[config.mk]
export PLATFORM = sky130hd
export DESIGN_NAME = lfu_cache_table
export DESIGN_NICKNAME = d
export VERILOG_FILES = /design/src/sv/lfu_pkg.sv /design/src/sv/lfu_ctrl.sv /design/src/sv/lfu_dp.sv /design/src/sv/lfu_cache_table.sv
export SDC_FILE = /design/constraint.sdc
export NUM_CORES = 2
export LEC_CHECK = 0
export BUFFER_PORTS_ARGS = -buffer_cell sky130_fd_sc_hd__clkbuf_2
export CORE_MARGIN = 2
export CORE_UTILIZATION = 56
export DETAILED_ROUTE_END_ITERATION = 12
export PLACE_DENSITY = 0.72
export SYNTH_ARGS = -nofsm -noshare
export SYNTH_HDL_FRONTEND = slang
export SYNTH_SLANG_ARGS = --single-unit
[constraint.sdc]
create_clock -name clk -period 7.61 [get_ports clk]
set_input_delay 0.761 -clock clk [delete_from_list [all_inputs] [get_ports clk]]
set_output_delay 0.761 -clock clk [all_outputs]
set_load 0.05 [all_outputs]
[src/sv/lfu_pkg.sv]
// Shared constants and control types for the LFU cache table.
package lfu_pkg;

	localparam int LFU_CAPACITY   = 16;
	localparam int LFU_COUNT_BITS = 16;
	localparam int KEY_W          = 31;
	localparam int CFG_W          = 5;
	localparam logic [CFG_W-1:0] CFG_RESET = 5'd16;

	localparam logic OP_GET = 1'b0;
	localparam logic OP_PUT = 1'b1;

	typedef struct packed {
		logic load;      // latch request, clear scan trackers
		logic scan_rd;   // read entry at addr for match / victim scan
		logic sweep_rd;  // read rank at addr for gap close
		logic decide;    // resolve hit / eviction after scan
		logic commit;    // final table writes and result load
	} lfu_cmd_t;

	typedef struct packed {
		logic need_sweep;
	} lfu_status_t;

endpackage

[src/sv/lfu_ctrl.sv]
// Request sequencer: scan, rank sweep and commit phases, result handshake.
module lfu_ctrl import lfu_pkg::*; #(
	parameter int CAPACITY = LFU_CAPACITY,
	localparam int IDX_W = (CAPACITY > 1) ? $clog2(CAPACITY) : 1
) (
	input  logic             clk,
	input  logic             arst_n,
	input  logic             req_valid,
	output logic             req_ready,
	output logic             rsp_valid,
	input  logic             rsp_ready,
	input  lfu_status_t      status,
	output lfu_cmd_t         cmd,
	output logic [IDX_W-1:0] addr
);

	localparam logic [2:0] S_IDLE      = 3'd0;
	localparam logic [2:0] S_SCAN      = 3'd1;
	localparam logic [2:0] S_SCAN_END  = 3'd2;
	localparam logic [2:0] S_DECIDE    = 3'd3;
	localparam logic [2:0] S_SWEEP     = 3'd4;
	localparam logic [2:0] S_SWEEP_END = 3'd5;
	localparam logic [2:0] S_COMMIT    = 3'd6;

	localparam logic [IDX_W-1:0] IDX_LAST = IDX_W'(CAPACITY - 1);

	logic [2:0]       state_q, state_d;
	logic [IDX_W-1:0] idx_q, idx_d;
	logic             out_valid_q;
	logic             out_free;

	assign out_free  = !out_valid_q || rsp_ready;
	assign req_ready = (state_q == S_IDLE);
	assign rsp_valid = out_valid_q;
	assign addr      = idx_q;

	always_comb begin
		state_d = state_q;
		idx_d   = idx_q;
		cmd     = '0;
		unique case (state_q)
			S_IDLE: begin
				if (req_valid) begin
					cmd.load = 1'b1;
					idx_d    = '0;
					state_d  = S_SCAN;
				end
			end
			S_SCAN: begin
				cmd.scan_rd = 1'b1;
				idx_d = idx_q + 1'b1;
				if (idx_q == IDX_LAST) begin
					idx_d   = '0;
					state_d = S_SCAN_END;
				end
			end
			S_SCAN_END: state_d = S_DECIDE;
			S_DECIDE: begin
				cmd.decide = 1'b1;
				state_d = status.need_sweep ? S_SWEEP : S_COMMIT;
			end
			S_SWEEP: begin
				cmd.sweep_rd = 1'b1;
				idx_d = idx_q + 1'b1;
				if (idx_q == IDX_LAST) begin
					idx_d   = '0;
					state_d = S_SWEEP_END;
				end
			end
			S_SWEEP_END: state_d = S_COMMIT;
			S_COMMIT: begin
				if (out_free) begin
					cmd.commit = 1'b1;
					state_d    = S_IDLE;
				end
			end
			default: state_d = S_IDLE;
		endcase
	end

	always_ff @(posedge clk or negedge arst_n) begin
		if (!arst_n) begin
			state_q     <= S_IDLE;
			idx_q       <= '0;
			out_valid_q <= 1'b0;
		end else begin
			state_q <= state_d;
			idx_q   <= idx_d;
			if (cmd.commit)
				out_valid_q <= 1'b1;
			else if (rsp_ready)
				out_valid_q <= 1'b0;
		end
	end

endmodule

[src/sv/lfu_dp.sv]
// Entry store, match/victim scan, recency rank sweep and result register.
module lfu_dp import lfu_pkg::*; #(
	parameter int CAPACITY   = LFU_CAPACITY,
	parameter int COUNT_BITS = LFU_COUNT_BITS,
	localparam int IDX_W = (CAPACITY > 1) ? $clog2(CAPACITY) : 1
) (
	input  logic             clk,
	input  logic             arst_n,
	input  lfu_cmd_t         cmd,
	input  logic [IDX_W-1:0] addr,
	input  logic [CFG_W-1:0] cap,
	input  logic             req_op,
	input  logic [KEY_W-1:0] req_key,
	input  logic [KEY_W-1:0] req_val,
	output lfu_status_t      status,
	output logic             res_hit,
	output logic [KEY_W-1:0] res_rd,
	output logic             res_ev,
	output logic [KEY_W-1:0] res_evk
);

	localparam int N_W = $clog2(CAPACITY + 1);
	localparam int CMP_W = N_W + CFG_W;
	localparam logic [COUNT_BITS-1:0] CNT_MAX = '1;

	logic [KEY_W-1:0]      key_mem  [CAPACITY];
	logic [KEY_W-1:0]      val_mem  [CAPACITY];
	logic [COUNT_BITS-1:0] cnt_mem  [CAPACITY];
	logic [IDX_W-1:0]      rank_mem [CAPACITY];

	logic [CAPACITY-1:0] valid_q;
	logic [N_W-1:0]      n_q;

	logic                  op_q;
	logic [KEY_W-1:0]      key_q, val_q;

	logic                  scan_s1, sweep_s1;
	logic [IDX_W-1:0]      idx_s1;
	logic [KEY_W-1:0]      key_rd_s1, val_rd_s1;
	logic [COUNT_BITS-1:0] cnt_rd_s1;
	logic [IDX_W-1:0]      rank_rd_s1;

	logic                  found_q, vfound_q, sfound_q;
	logic [IDX_W-1:0]      fidx_q, frank_q, vidx_q, vrank_q, sidx_q;
	logic [COUNT_BITS-1:0] fcnt_q, vcnt_q;
	logic [KEY_W-1:0]      fval_q, vkey_q;

	logic                  evict_q;
	logic [IDX_W-1:0]      gap_q, ins_idx_q;

	logic                  hit_r_q, ev_r_q;
	logic [KEY_W-1:0]      rd_r_q, evk_r_q;

	logic             full, ent_v, better;
	logic             rank_we;
	logic [IDX_W-1:0] rank_wa, rank_wd;

	// cap of 0 acts as 1, above CAPACITY acts as CAPACITY
	always_comb begin
		if (cap == '0)
			full = (n_q != '0);
		else
			full = (CMP_W'(cap) <= CMP_W'(n_q)) || (n_q == N_W'(CAPACITY));
	end

	assign status.need_sweep = found_q || (op_q == OP_PUT && full);

	assign ent_v  = valid_q[idx_s1];
	assign better = !vfound_q || (cnt_rd_s1 < vcnt_q) ||
		(cnt_rd_s1 == vcnt_q && rank_rd_s1 < vrank_q);

	always_comb begin
		rank_we = 1'b0;
		rank_wa = idx_s1;
		rank_wd = rank_rd_s1 - 1'b1;
		if (sweep_s1 && ent_v && rank_rd_s1 > gap_q)
			rank_we = 1'b1;
		else if (cmd.commit && found_q) begin
			rank_we = 1'b1;
			rank_wa = fidx_q;
			rank_wd = IDX_W'(n_q - 1'b1);
		end else if (cmd.commit && op_q == OP_PUT) begin
			rank_we = 1'b1;
			rank_wa = ins_idx_q;
			rank_wd = IDX_W'(n_q);
		end
	end

	// memories: one write port, registered read
	always_ff @(posedge clk) begin
		if (cmd.scan_rd || cmd.sweep_rd)
			rank_rd_s1 <= rank_mem[addr];
		if (cmd.scan_rd) begin
			key_rd_s1 <= key_mem[addr];
			val_rd_s1 <= val_mem[addr];
			cnt_rd_s1 <= cnt_mem[addr];
		end
		if (rank_we)
			rank_mem[rank_wa] <= rank_wd;
		if (cmd.commit && found_q) begin
			cnt_mem[fidx_q] <= (fcnt_q == CNT_MAX) ? fcnt_q : fcnt_q + 1'b1;
			if (op_q == OP_PUT)
				val_mem[fidx_q] <= val_q;
		end else if (cmd.commit && op_q == OP_PUT) begin
			key_mem[ins_idx_q] <= key_q;
			val_mem[ins_idx_q] <= val_q;
			cnt_mem[ins_idx_q] <= COUNT_BITS'(1);
		end
	end

	// request, trackers and result payload
	always_ff @(posedge clk) begin
		idx_s1 <= addr;
		if (cmd.load) begin
			op_q  <= req_op;
			key_q <= req_key;
			val_q <= req_val;
		end
		if (scan_s1) begin
			if (ent_v && key_rd_s1 == key_q) begin
				fidx_q  <= idx_s1;
				fcnt_q  <= cnt_rd_s1;
				frank_q <= rank_rd_s1;
				fval_q  <= val_rd_s1;
			end
			if (ent_v && better) begin
				vidx_q  <= idx_s1;
				vcnt_q  <= cnt_rd_s1;
				vrank_q <= rank_rd_s1;
				vkey_q  <= key_rd_s1;
			end
			if (!ent_v && !sfound_q)
				sidx_q <= idx_s1;
		end
		if (cmd.decide) begin
			gap_q <= found_q ? frank_q : vrank_q;
			if (op_q == OP_PUT && full && !found_q)
				ins_idx_q <= (sfound_q && sidx_q < vidx_q) ? sidx_q : vidx_q;
			else
				ins_idx_q <= sidx_q;
		end
		if (cmd.commit) begin
			hit_r_q <= found_q;
			rd_r_q  <= (found_q && op_q == OP_GET) ? fval_q : '0;
			ev_r_q  <= evict_q;
			evk_r_q <= evict_q ? vkey_q : '0;
		end
	end

	always_ff @(posedge clk or negedge arst_n) begin
		if (!arst_n) begin
			valid_q  <= '0;
			n_q      <= '0;
			scan_s1  <= 1'b0;
			sweep_s1 <= 1'b0;
			found_q  <= 1'b0;
			vfound_q <= 1'b0;
			sfound_q <= 1'b0;
			evict_q  <= 1'b0;
		end else begin
			scan_s1  <= cmd.scan_rd;
			sweep_s1 <= cmd.sweep_rd;
			if (cmd.load) begin
				found_q  <= 1'b0;
				vfound_q <= 1'b0;
				sfound_q <= 1'b0;
				evict_q  <= 1'b0;
			end
			if (scan_s1) begin
				if (ent_v && key_rd_s1 == key_q)
					found_q <= 1'b1;
				if (ent_v)
					vfound_q <= 1'b1;
				if (!ent_v)
					sfound_q <= 1'b1;
			end
			if (cmd.decide && op_q == OP_PUT && full && !found_q && vfound_q) begin
				evict_q         <= 1'b1;
				valid_q[vidx_q] <= 1'b0;
				n_q             <= n_q - 1'b1;
			end
			if (cmd.commit && !found_q && op_q == OP_PUT) begin
				valid_q[ins_idx_q] <= 1'b1;
				n_q                <= n_q + 1'b1;
			end
		end
	end

	assign res_hit = hit_r_q;
	assign res_rd  = rd_r_q;
	assign res_ev  = ev_r_q;
	assign res_evk = evk_r_q;

endmodule

[src/sv/lfu_cache_table.sv]
// LFU cache table top level: stream ports, capacity register, assertions.
// Each request first makes a pass over all entry slots to find the match,
// the victim (lowest use count, oldest among equals) and the first free slot.
// A second pass over the recency-rank memory closes the gap left by the
// touched or evicted entry. Get misses and put misses into a non-full table
// skip the second pass. Every entry store is a single-write-port memory with
// a registered read port, so each pass handles one entry per cycle. One
// request is in flight at a time. The controller returns to idle on the
// clock edge that loads the result into the output register, so the next
// request can be accepted while that result waits. A result that is still
// waiting in the output register holds the next request in its commit state
// until the receiver takes it.
module lfu_cache_table import lfu_pkg::*; #(
	parameter int CAPACITY   = LFU_CAPACITY,
	parameter int COUNT_BITS = LFU_COUNT_BITS
) (
	input  logic             clk,
	input  logic             arst_n,
	input  logic             cfg_we,
	input  logic [CFG_W-1:0] cfg_wdata,   // capacity_in_use
	input  logic             s_tvalid,
	output logic             s_tready,
	input  logic [63:0]      s_tdata,     // opcode, lookup_key, write_value, pad
	output logic             m_tvalid,
	input  logic             m_tready,
	output logic [63:0]      m_tdata      // hit, read_value, evicted, evicted_key
);

	localparam int IDX_W = (CAPACITY > 1) ? $clog2(CAPACITY) : 1;

	logic [CFG_W-1:0] cap_q;
	lfu_cmd_t         cmd;
	lfu_status_t      status;
	logic [IDX_W-1:0] addr;
	logic             res_hit, res_ev;
	logic [KEY_W-1:0] res_rd, res_evk;

	always_ff @(posedge clk or negedge arst_n) begin
		if (!arst_n)
			cap_q <= CFG_RESET;
		else if (cfg_we)
			cap_q <= cfg_wdata;
	end

	lfu_ctrl #(.CAPACITY(CAPACITY)) u_ctrl (
		.clk      (clk),
		.arst_n   (arst_n),
		.req_valid(s_tvalid),
		.req_ready(s_tready),
		.rsp_valid(m_tvalid),
		.rsp_ready(m_tready),
		.status   (status),
		.cmd      (cmd),
		.addr     (addr)
	);

	lfu_dp #(.CAPACITY(CAPACITY), .COUNT_BITS(COUNT_BITS)) u_dp (
		.clk    (clk),
		.arst_n (arst_n),
		.cmd    (cmd),
		.addr   (addr),
		.cap    (cap_q),
		.req_op (s_tdata[0]),
		.req_key(s_tdata[31:1]),
		.req_val(s_tdata[62:32]),
		.status (status),
		.res_hit(res_hit),
		.res_rd (res_rd),
		.res_ev (res_ev),
		.res_evk(res_evk)
	);

	assign m_tdata = {res_evk, res_ev, res_rd, res_hit};

	// a request is never taken back to back: the scan follows
	assert property (@(posedge clk) disable iff (!arst_n)
		s_tvalid && s_tready |=> !s_tready)
		else $error("request accepted during scan");

	// an eviction only comes from a miss
	assert property (@(posedge clk) disable iff (!arst_n)
		m_tvalid |-> !(m_tdata[0] && m_tdata[32]))
		else $error("hit and eviction in one result");

	// read data only on a hit
	assert property (@(posedge clk) disable iff (!arst_n)
		m_tvalid && m_tdata[31:1] != '0 |-> m_tdata[0])
		else $error("read value without hit");

	// evicted key only with eviction flag
	assert property (@(posedge clk) disable iff (!arst_n)
		m_tvalid && !m_tdata[32] |-> m_tdata[63:33] == '0)
		else $error("evicted key without eviction");

endmodule
**Yosys cells after proc, flatten, opt, wreduce, memory -nomap -nowiden**

Memory sizes are Yosys's and may differ from the RTL's. A register that Yosys moved wholly into a read port is not among the register bits.
Index checks and enable logic that the tools add are counted.

- Output and inout bits: 66
- Memories kept: 4
- Register bits after elaboration: 293
- Input port bits: 74
- Memory bits (writable): 1312
- Logic and storage cells: 183

Memories:

| memory | depth | bits a word | rd ports | clocked after memory_dff | wr ports | RTL line | text |
|---|---|---|---|---|---|---|---|
| u_dp.key_mem | 16 | 31 | 1 | 1 | 1 | lfu_dp.sv:26 | `logic [KEY_W-1:0] key_mem [CAPACITY];` |
| u_dp.val_mem | 16 | 31 | 1 | 1 | 1 | lfu_dp.sv:27 | `logic [KEY_W-1:0] val_mem [CAPACITY];` |
| u_dp.cnt_mem | 16 | 16 | 1 | 1 | 1 | lfu_dp.sv:28 | `logic [COUNT_BITS-1:0] cnt_mem [CAPACITY];` |
| u_dp.rank_mem | 16 | 4 | 1 | 1 | 1 | lfu_dp.sv:29 | `logic [IDX_W-1:0] rank_mem [CAPACITY];` |

- Reduce and logical (&&, ||, !) cells: 46
- Add/sub/neg operators: 5
- Equal/unequal tests: 15
- Magnitude comparators: 10
- Bitwise operators: 4
- Muxes and demuxes: 68

Operator list:

| cell | number |
|---|---|
| 16-bit two-way mux | 4 |
| 4-bit two-way mux | 13 |
| 1-bit two-way mux | 38 |
| 31-bit equality test | 1 |
| 31-bit two-way mux | 1 |
| 31-bit OR reduction | 1 |
| 3-bit one-hot mux with 7 select lines | 1 |
| 1-bit logical AND | 20 |
| 16-bit by 1-bit adder with 16-bit output (second input constant) | 1 |
| 16-bit AND | 1 |
| 16-bit equality test | 1 |
| 16-bit equality test (second input constant) | 1 |
| 16-bit < comparator | 1 |
| 16-bit NOT | 1 |
| 16-bit OR | 1 |
| 16-bit OR reduction | 1 |
| 4-bit by 5-bit < comparator with 1-bit output (second input constant) | 3 |
| 3-bit two-way mux | 4 |
| 5-bit two-way mux | 2 |
| 3-bit equality test (second input constant) | 3 |
| 1-bit demux with 4-bit select | 2 |
| 4-bit by 1-bit >= comparator with 1-bit output (second input constant) | 2 |
| 4-bit < comparator | 2 |
| 4-bit one-hot mux with 2 select lines | 1 |
| other kinds (24) | 42 |

**Depth between registers and ports, before layout**

- Depth in word-level cells: 10
- Gate-level depth with buffers: 11
- Gate-level depth less buffers: 9

**Modules after synthesis**

Synthesis repeated with hierarchy kept, for this count alone.

- Cells, all modules: 2822
- Area total of the unflattened synthesis: 63966.3 um2

By module, submodules not included:

| module | cells each | sequential area each (um2) | instances | area each (um2) |
|---|---|---|---|---|
| lfu_dp | 2755 | 50093.0 | 1 | 63263.2 |
| lfu_ctrl | 55 | 200.2 | 1 | 505.5 |
| lfu_cache_table | 12 | 126.4 | 1 | 197.7 |

**Worst setup path after synthesis**

OpenSTA, ideal clock, no wires.

- Kind: reg2reg
- From: register u_ctrl.state_q[2]
- To: register u_dp.scan_s1
- Data arrival time: 6389 ps
- Buffers on the path: 1
- Stages on the path, launching flop included: 3
- Setup time: 709 ps
- Clock period less this slack: 7098 ps
- Required time: 6901 ps
- Slack: 512 ps
- Path through: dfrtp_1 clkbuf_1 nor3b_1

RTL lines:

| element | RTL line | text |
|---|---|---|
| start, declared | lfu_ctrl.sv:27 | `logic [2:0] state_q, state_d;` |
| start signal, assigned | lfu_ctrl.sv:87 | `state_q <= state_d;` |
| end signal, assigned | lfu_dp.sv:161 | `scan_s1 <= cmd.scan_rd;` |
| end, declared | lfu_dp.sv:37 | `logic scan_s1, sweep_s1;` |

**Worst setup path after layout**

- From: register u_ctrl.state_q[1]
- To: memory u_dp.key_mem[11][17] (enable)

- Cells in the longest elaborated chain, start to end: 6
- Elaborated cells between the ends (all ways): 7
- Those cells by class: 1 x eq/ne; 4 x mux; 2 x reduce/logical

RTL lines:

| element | RTL line | text |
|---|---|---|
| 3-bit equality test (*) | lfu_ctrl.sv:41 | `unique case (state_q)` |
| 1-bit two-way mux (*) | lfu_ctrl.sv:41 |  |
| 1-bit logical AND | lfu_dp.sv:104 | `end else if (cmd.commit && op_q == OP_PUT) begin` |
| 1-bit two-way mux | lfu_dp.sv:104 |  |
| 1-bit two-way mux (*) | lfu_dp.sv:100 | `if (cmd.commit && found_q) begin` |
| 1-bit two-way mux (implied by the code) (*) | lfu_dp.sv:105 | `key_mem[ins_idx_q] <= key_q;` |
| end, declared | lfu_dp.sv:26 |  |

Every way passes the cells marked *; elsewhere a longest branch is shown, timed or not.

==> flow_results.xml <==
<?xml version="1.0" encoding="UTF-8"?>
<metrics>
  <group name="pwr">
    <metric name="power.total" unit="uW">24660</metric>
    <metric name="cellLeakagePower" unit="uW">0.02307</metric>
    <metric name="power-per-cell-area" unit="nW/um^2">341.9</metric>
    <metric name="peakVddDrop" unit="mV">0.4422</metric>
  </group>
  <group name="timing">
    <metric name="fin_crit_sh" unit="%">56.58</metric>
    <metric name="max-slew-margin-rel" unit="%">14.63</metric>
    <metric name="finalWorstPathRequiredPeriod" unit="ns">4.306</metric>
    <metric name="max_clock_freq" unit="MHz">232.2</metric>
    <metric name="final-max-slew-violation-count" unit="">0</metric>
    <metric name="finClkSkew" unit="ns">0.02738</metric>
    <metric name="grt_setup_unrepaired" unit="">false</metric>
    <metric name="timing.setup.tns" unit="ns">0</metric>
    <metric name="slew_at_the_pin_with_the_worst_max_slew_slack" unit="ns">1.280</metric>
    <metric name="setup_viol" unit="">0</metric>
    <metric name="setup_ws_post_layout" unit="ns">3.304</metric>
    <metric name="hold_violations" unit="">0</metric>
  </group>
  <group name="route">
    <metric name="number_of_nets_with_antenna_violations_after_detailed_routing" unit="">0</metric>
    <metric name="route.vias.total" unit="">29310</metric>
    <metric name="drc" unit="">0</metric>
    <metric name="drt_pre_antenna_iters" unit="">8</metric>
    <metric name="starting_drt_drc_count" unit="">3570</metric>
    <metric name="vias_per_cell" unit="">6.235</metric>
    <metric name="final_wirelength" unit="mm">135.2</metric>
    <metric name="average_wire_per_standard_cell" unit="um">28.75</metric>
  </group>
  <group name="clock_network">
    <metric name="cts_setup_buffers" unit="">0</metric>
    <metric name="cts.clk_slew.worst_paths" unit="ns">0.06</metric>
    <metric name="clock-root-buffer" unit="">clkbuf_16</metric>
    <metric name="clkSinkCount" unit="">1687</metric>
    <metric name="cts.path.max_buffers" unit="">3</metric>
    <metric name="cts.htree.levels" unit="">4</metric>
    <metric name="clock_insertion_delay_worst_skew" unit="ns">0.78</metric>
    <metric name="ctsHoldBuffers" unit="">0</metric>
    <metric name="cts_made_buffers" unit="">164</metric>
    <metric name="cts_tree" unit="">yes</metric>
    <metric name="post_cts_resized" unit="">0</metric>
  </group>
  <group name="synthesis">
    <metric name="synth_enable_flop_cells" unit="">1643</metric>
    <metric name="synth-xor-area-share" unit="%">0.6176</metric>
    <metric name="synthesized_cell_area" unit="sq um">63820</metric>
    <metric name="synth_mux_area_share" unit="%">14.87</metric>
    <metric name="dominantRegCellSynth" unit="">edfxtp_1</metric>
    <metric name="proportion_of_synthesized_chip_area_in_sequential_cells" unit="%">79.00</metric>
    <metric name="asyncSetResetFlopFracSynth" unit="%">2.371</metric>
    <metric name="largest_family_of_logic_cells_by_synthesized_area" unit="">multiplexers</metric>
    <metric name="synthAdderAreaFrac" unit="%">0.7254</metric>
    <metric name="synth_area_in_simple_gates" unit="%">2.551</metric>
    <metric name="yosys_warnings" unit="">0</metric>
    <metric name="synthesis.instances" unit="">2803</metric>
    <metric name="synth-compound-area-share" unit="%">1.214</metric>
    <metric name="synth_cell_type_count" unit="">59</metric>
    <metric name="ys_seq_elements" unit="">1687</metric>
    <metric name="average_size_of_a_mapped_cell" unit="sq um">22.77</metric>
    <metric name="syn_nets" unit="">2914</metric>
  </group>
  <group name="setup_path">
    <metric name="setup.worst_path.end_class" unit="">flip-flop</metric>
    <metric name="criticalPathCategory" unit="">reg2reg</metric>
    <metric name="critPathRequiredTime" unit="ns">8.01</metric>
    <metric name="timing.critical_path.fanout_max" unit="">32</metric>
    <metric name="worst_ep_arrival_time" unit="ns">4.71</metric>
    <metric name="start_kind" unit="">flip-flop</metric>
  </group>
  <group name="final_layout">
    <metric name="area.growth.synth_to_final" unit="%">13.03</metric>
    <metric name="final_layout_size_suffix_gt1_share" unit="%">29.16</metric>
    <metric name="fin_nets" unit="">3175</metric>
    <metric name="layout.cells.non_filler" unit="">4701</metric>
    <metric name="final_util" unit="%">63.94</metric>
  </group>
  <group name="die">
    <metric name="io-pin-count" unit="">140</metric>
    <metric name="floorplan.rows" unit="">123</metric>
    <metric name="die-width" unit="um">341.6</metric>
    <metric name="core_area" unit="sq um">112800</metric>
    <metric name="initial_util" unit="%">56.57</metric>
    <metric name="die-height" unit="um">341.6</metric>
    <metric name="die-area" unit="sq um">116700</metric>
  </group>
  <group name="placed_design">
    <metric name="dp_cells" unit="">4398</metric>
    <metric name="post-dp-hpwl" unit="mm">71.48</metric>
    <metric name="place.port_buffers" unit="">138</metric>
    <metric name="place.gp.congestion" unit="">0.8185</metric>
    <metric name="post-place-ws" unit="ns">2.998</metric>
  </group>
  <group name="worst_hold_path">
    <metric name="worst_hold_path_type" unit="">in2reg</metric>
  </group>
  <group name="flow_run">
    <metric name="max_cap_violations" unit="">0</metric>
  </group>
  <group name="global_routing">
    <metric name="wire_length_of_the_first_global_routing_pass" unit="mm">199.9</metric>
    <metric name="antenna_violations_before_repair" unit="">1</metric>
    <metric name="globalRouteOverflowTotal" unit="">0</metric>
    <metric name="grt_max_degree" unit="">141</metric>
    <metric name="first_global_vias" unit="">30600</metric>
    <metric name="grt_usage" unit="%">23.62</metric>
  </group>
  <group name="status">
    <metric name="status" unit="">completed</metric>
  </group>
</metrics>
## routing by layer
| layer | track usage (%) | wire, um |
|---|---|---|
| met5 | 0 | 0 |
| met4 | 6.250 | 2695 |
| met3 | 3.911 | 10270 |
| met2 | 39.81 | 69710 |
| met1 | 32.57 | 52480 |
## cell usage after synthesis, drive strengths merged, types with 2 or more instances
library cell	count	area (sq um)
a211o	2	17.52
a211oi	2	15.01
a21o	20	150.1
a21oi	14	70.07
a22o	6	52.55
a22oi	3	22.52
a31oi	9	56.30
a32o	3	30.03
and2	63	394.1
and3	2	12.51
and4	2	17.52
buf	43	192.7
clkbuf	78	292.8
dfrtp	39	975.9
dfxtp	4	80.08
edfxtp	1643	49340
ha	37	462.9
inv	44	165.2
mux2	16	180.2
mux2i	3	30.03
mux4	412	9279
nand2	52	195.2
nand2b	15	93.84
nand3	28	140.1
nand4	13	81.33
nor2	91	341.6
nor2b	15	93.84
nor3	18	90.09
nor3b	3	22.52
nor4	10	68.81
o21a	6	45.04
o21ai	32	160.2
o221ai	3	26.28
o31ai	4	30.03
or2	3	18.77
or3	4	25.02
xnor2	10	87.58
xor2	35	306.5
## metrics by stage
step	area, sq um	hold WS [ns]
2_1_floorplan	63820	0.3454
3_3_place_gp	66810	0.4048
3_5_place_dp	66810	0.4045
4_1_cts	72130	0.1124
5_1_grt	72130	0.1341
6_report	72130	0.1622
## cells in the final DEF (no fill, tap or decap), types with 9 or more instances in the layout
cell type  count
edfxtp_1    1643
mux4_2       412
clkbuf_16    164
clkbuf_2     138
buf_4         74
nor2_1        63
and2_1        63
nand2_1       52
inv_1         43
ha_1          37
clkinv_2      37
xor2_1        35
dfrtp_1       35
o21ai_0       31
clkbuf_1      30
clkinv_1      29
nand3_1       28
nor2_4        28
a21o_1        20
mux2_2        16
nand2b_1      15
bufinv_16     15
nor2b_1       14
nor3_1        13
a21oi_1       13
nand4_1       13
xnor2_1       10
a31oi_1        9
nor4_1         9
## final cells by class
class / count / area, sq um
Antenna cell: 1 / 2.502
Clock buffer: 198 / 4272
Clock inverter: 104 / 1045
Fill cell: 7152 / 40680
Inverter: 44 / 167.7
Multi-Input combinational cell: 951 / 13010
Sequential cell: 1687 / 50430
Tap cell: 1500 / 1877
Timing Repair Buffer: 216 / 1326
## final timing paths
kind	cells past startpoint	to	slack (ns)	from
setup / recovery	6	u_dp.key_mem[11][17]	3.30	u_ctrl.state_q[1]
hold / removal	1	u_dp.key_q[9]	0.16	s_tdata[10]
setup reg to reg	6	u_dp.key_mem[11][17]	3.30	u_ctrl.state_q[1]
hold reg to reg	0	u_dp.fval_q[30]	0.41	u_dp.val_rd_s1[30]
max in group asynchronous	1	u_ctrl.addr[2]	6.63	arst_n
min in group asynchronous	1	cap_q[1]	0.18	arst_n
## kinds of logic after synthesis
family,after synthesis
flops,1687
mux,431
simple gates,323
buf+inv,165
compound gates,115
xor+xnor,45
fa+ha+maj,37
## power by group
| group | total, uW | internal [uW] | leakage (uW) | switching (uW) |
|---|---|---|---|---|
| clock | 7980 | 4550 | 0.00260 | 3430 |
| sequential | 12000 | 11300 | 0.0154 | 734 |
| combinational | 4680 | 2310 | 0.00507 | 2370 |
## state kept, by name, indices dropped and copies added (netlist names), 5 cells and up
register        flops
u_dp.key_mem      496
u_dp.n_q            5
u_dp.fval_q        31
u_dp.cnt_rd_s1     16
u_dp.res_rd        31
u_dp.val_mem      496
u_dp.fcnt_q        16
u_dp.cnt_mem      256
u_dp.rank_mem      64
u_dp.key_rd_s1     31
u_dp.key_q         31
u_dp.vcnt_q        16
u_dp.val_q         31
u_dp.vkey_q        31
u_dp.valid_q       16
u_dp.res_evk       31
u_dp.val_rd_s1     31
cap_q               5
## worst max-delay path: stages, from the launching register on
cell and delay, ns:
dfrtp_1 0.53, nor2b_1 0.26, and3_4 0.52, and3b_1 1.02, nand3_1 0.59, nor2_4 0.45
buf_4 0.49
No activity file was read; power rests on OpenSTA's default activity.
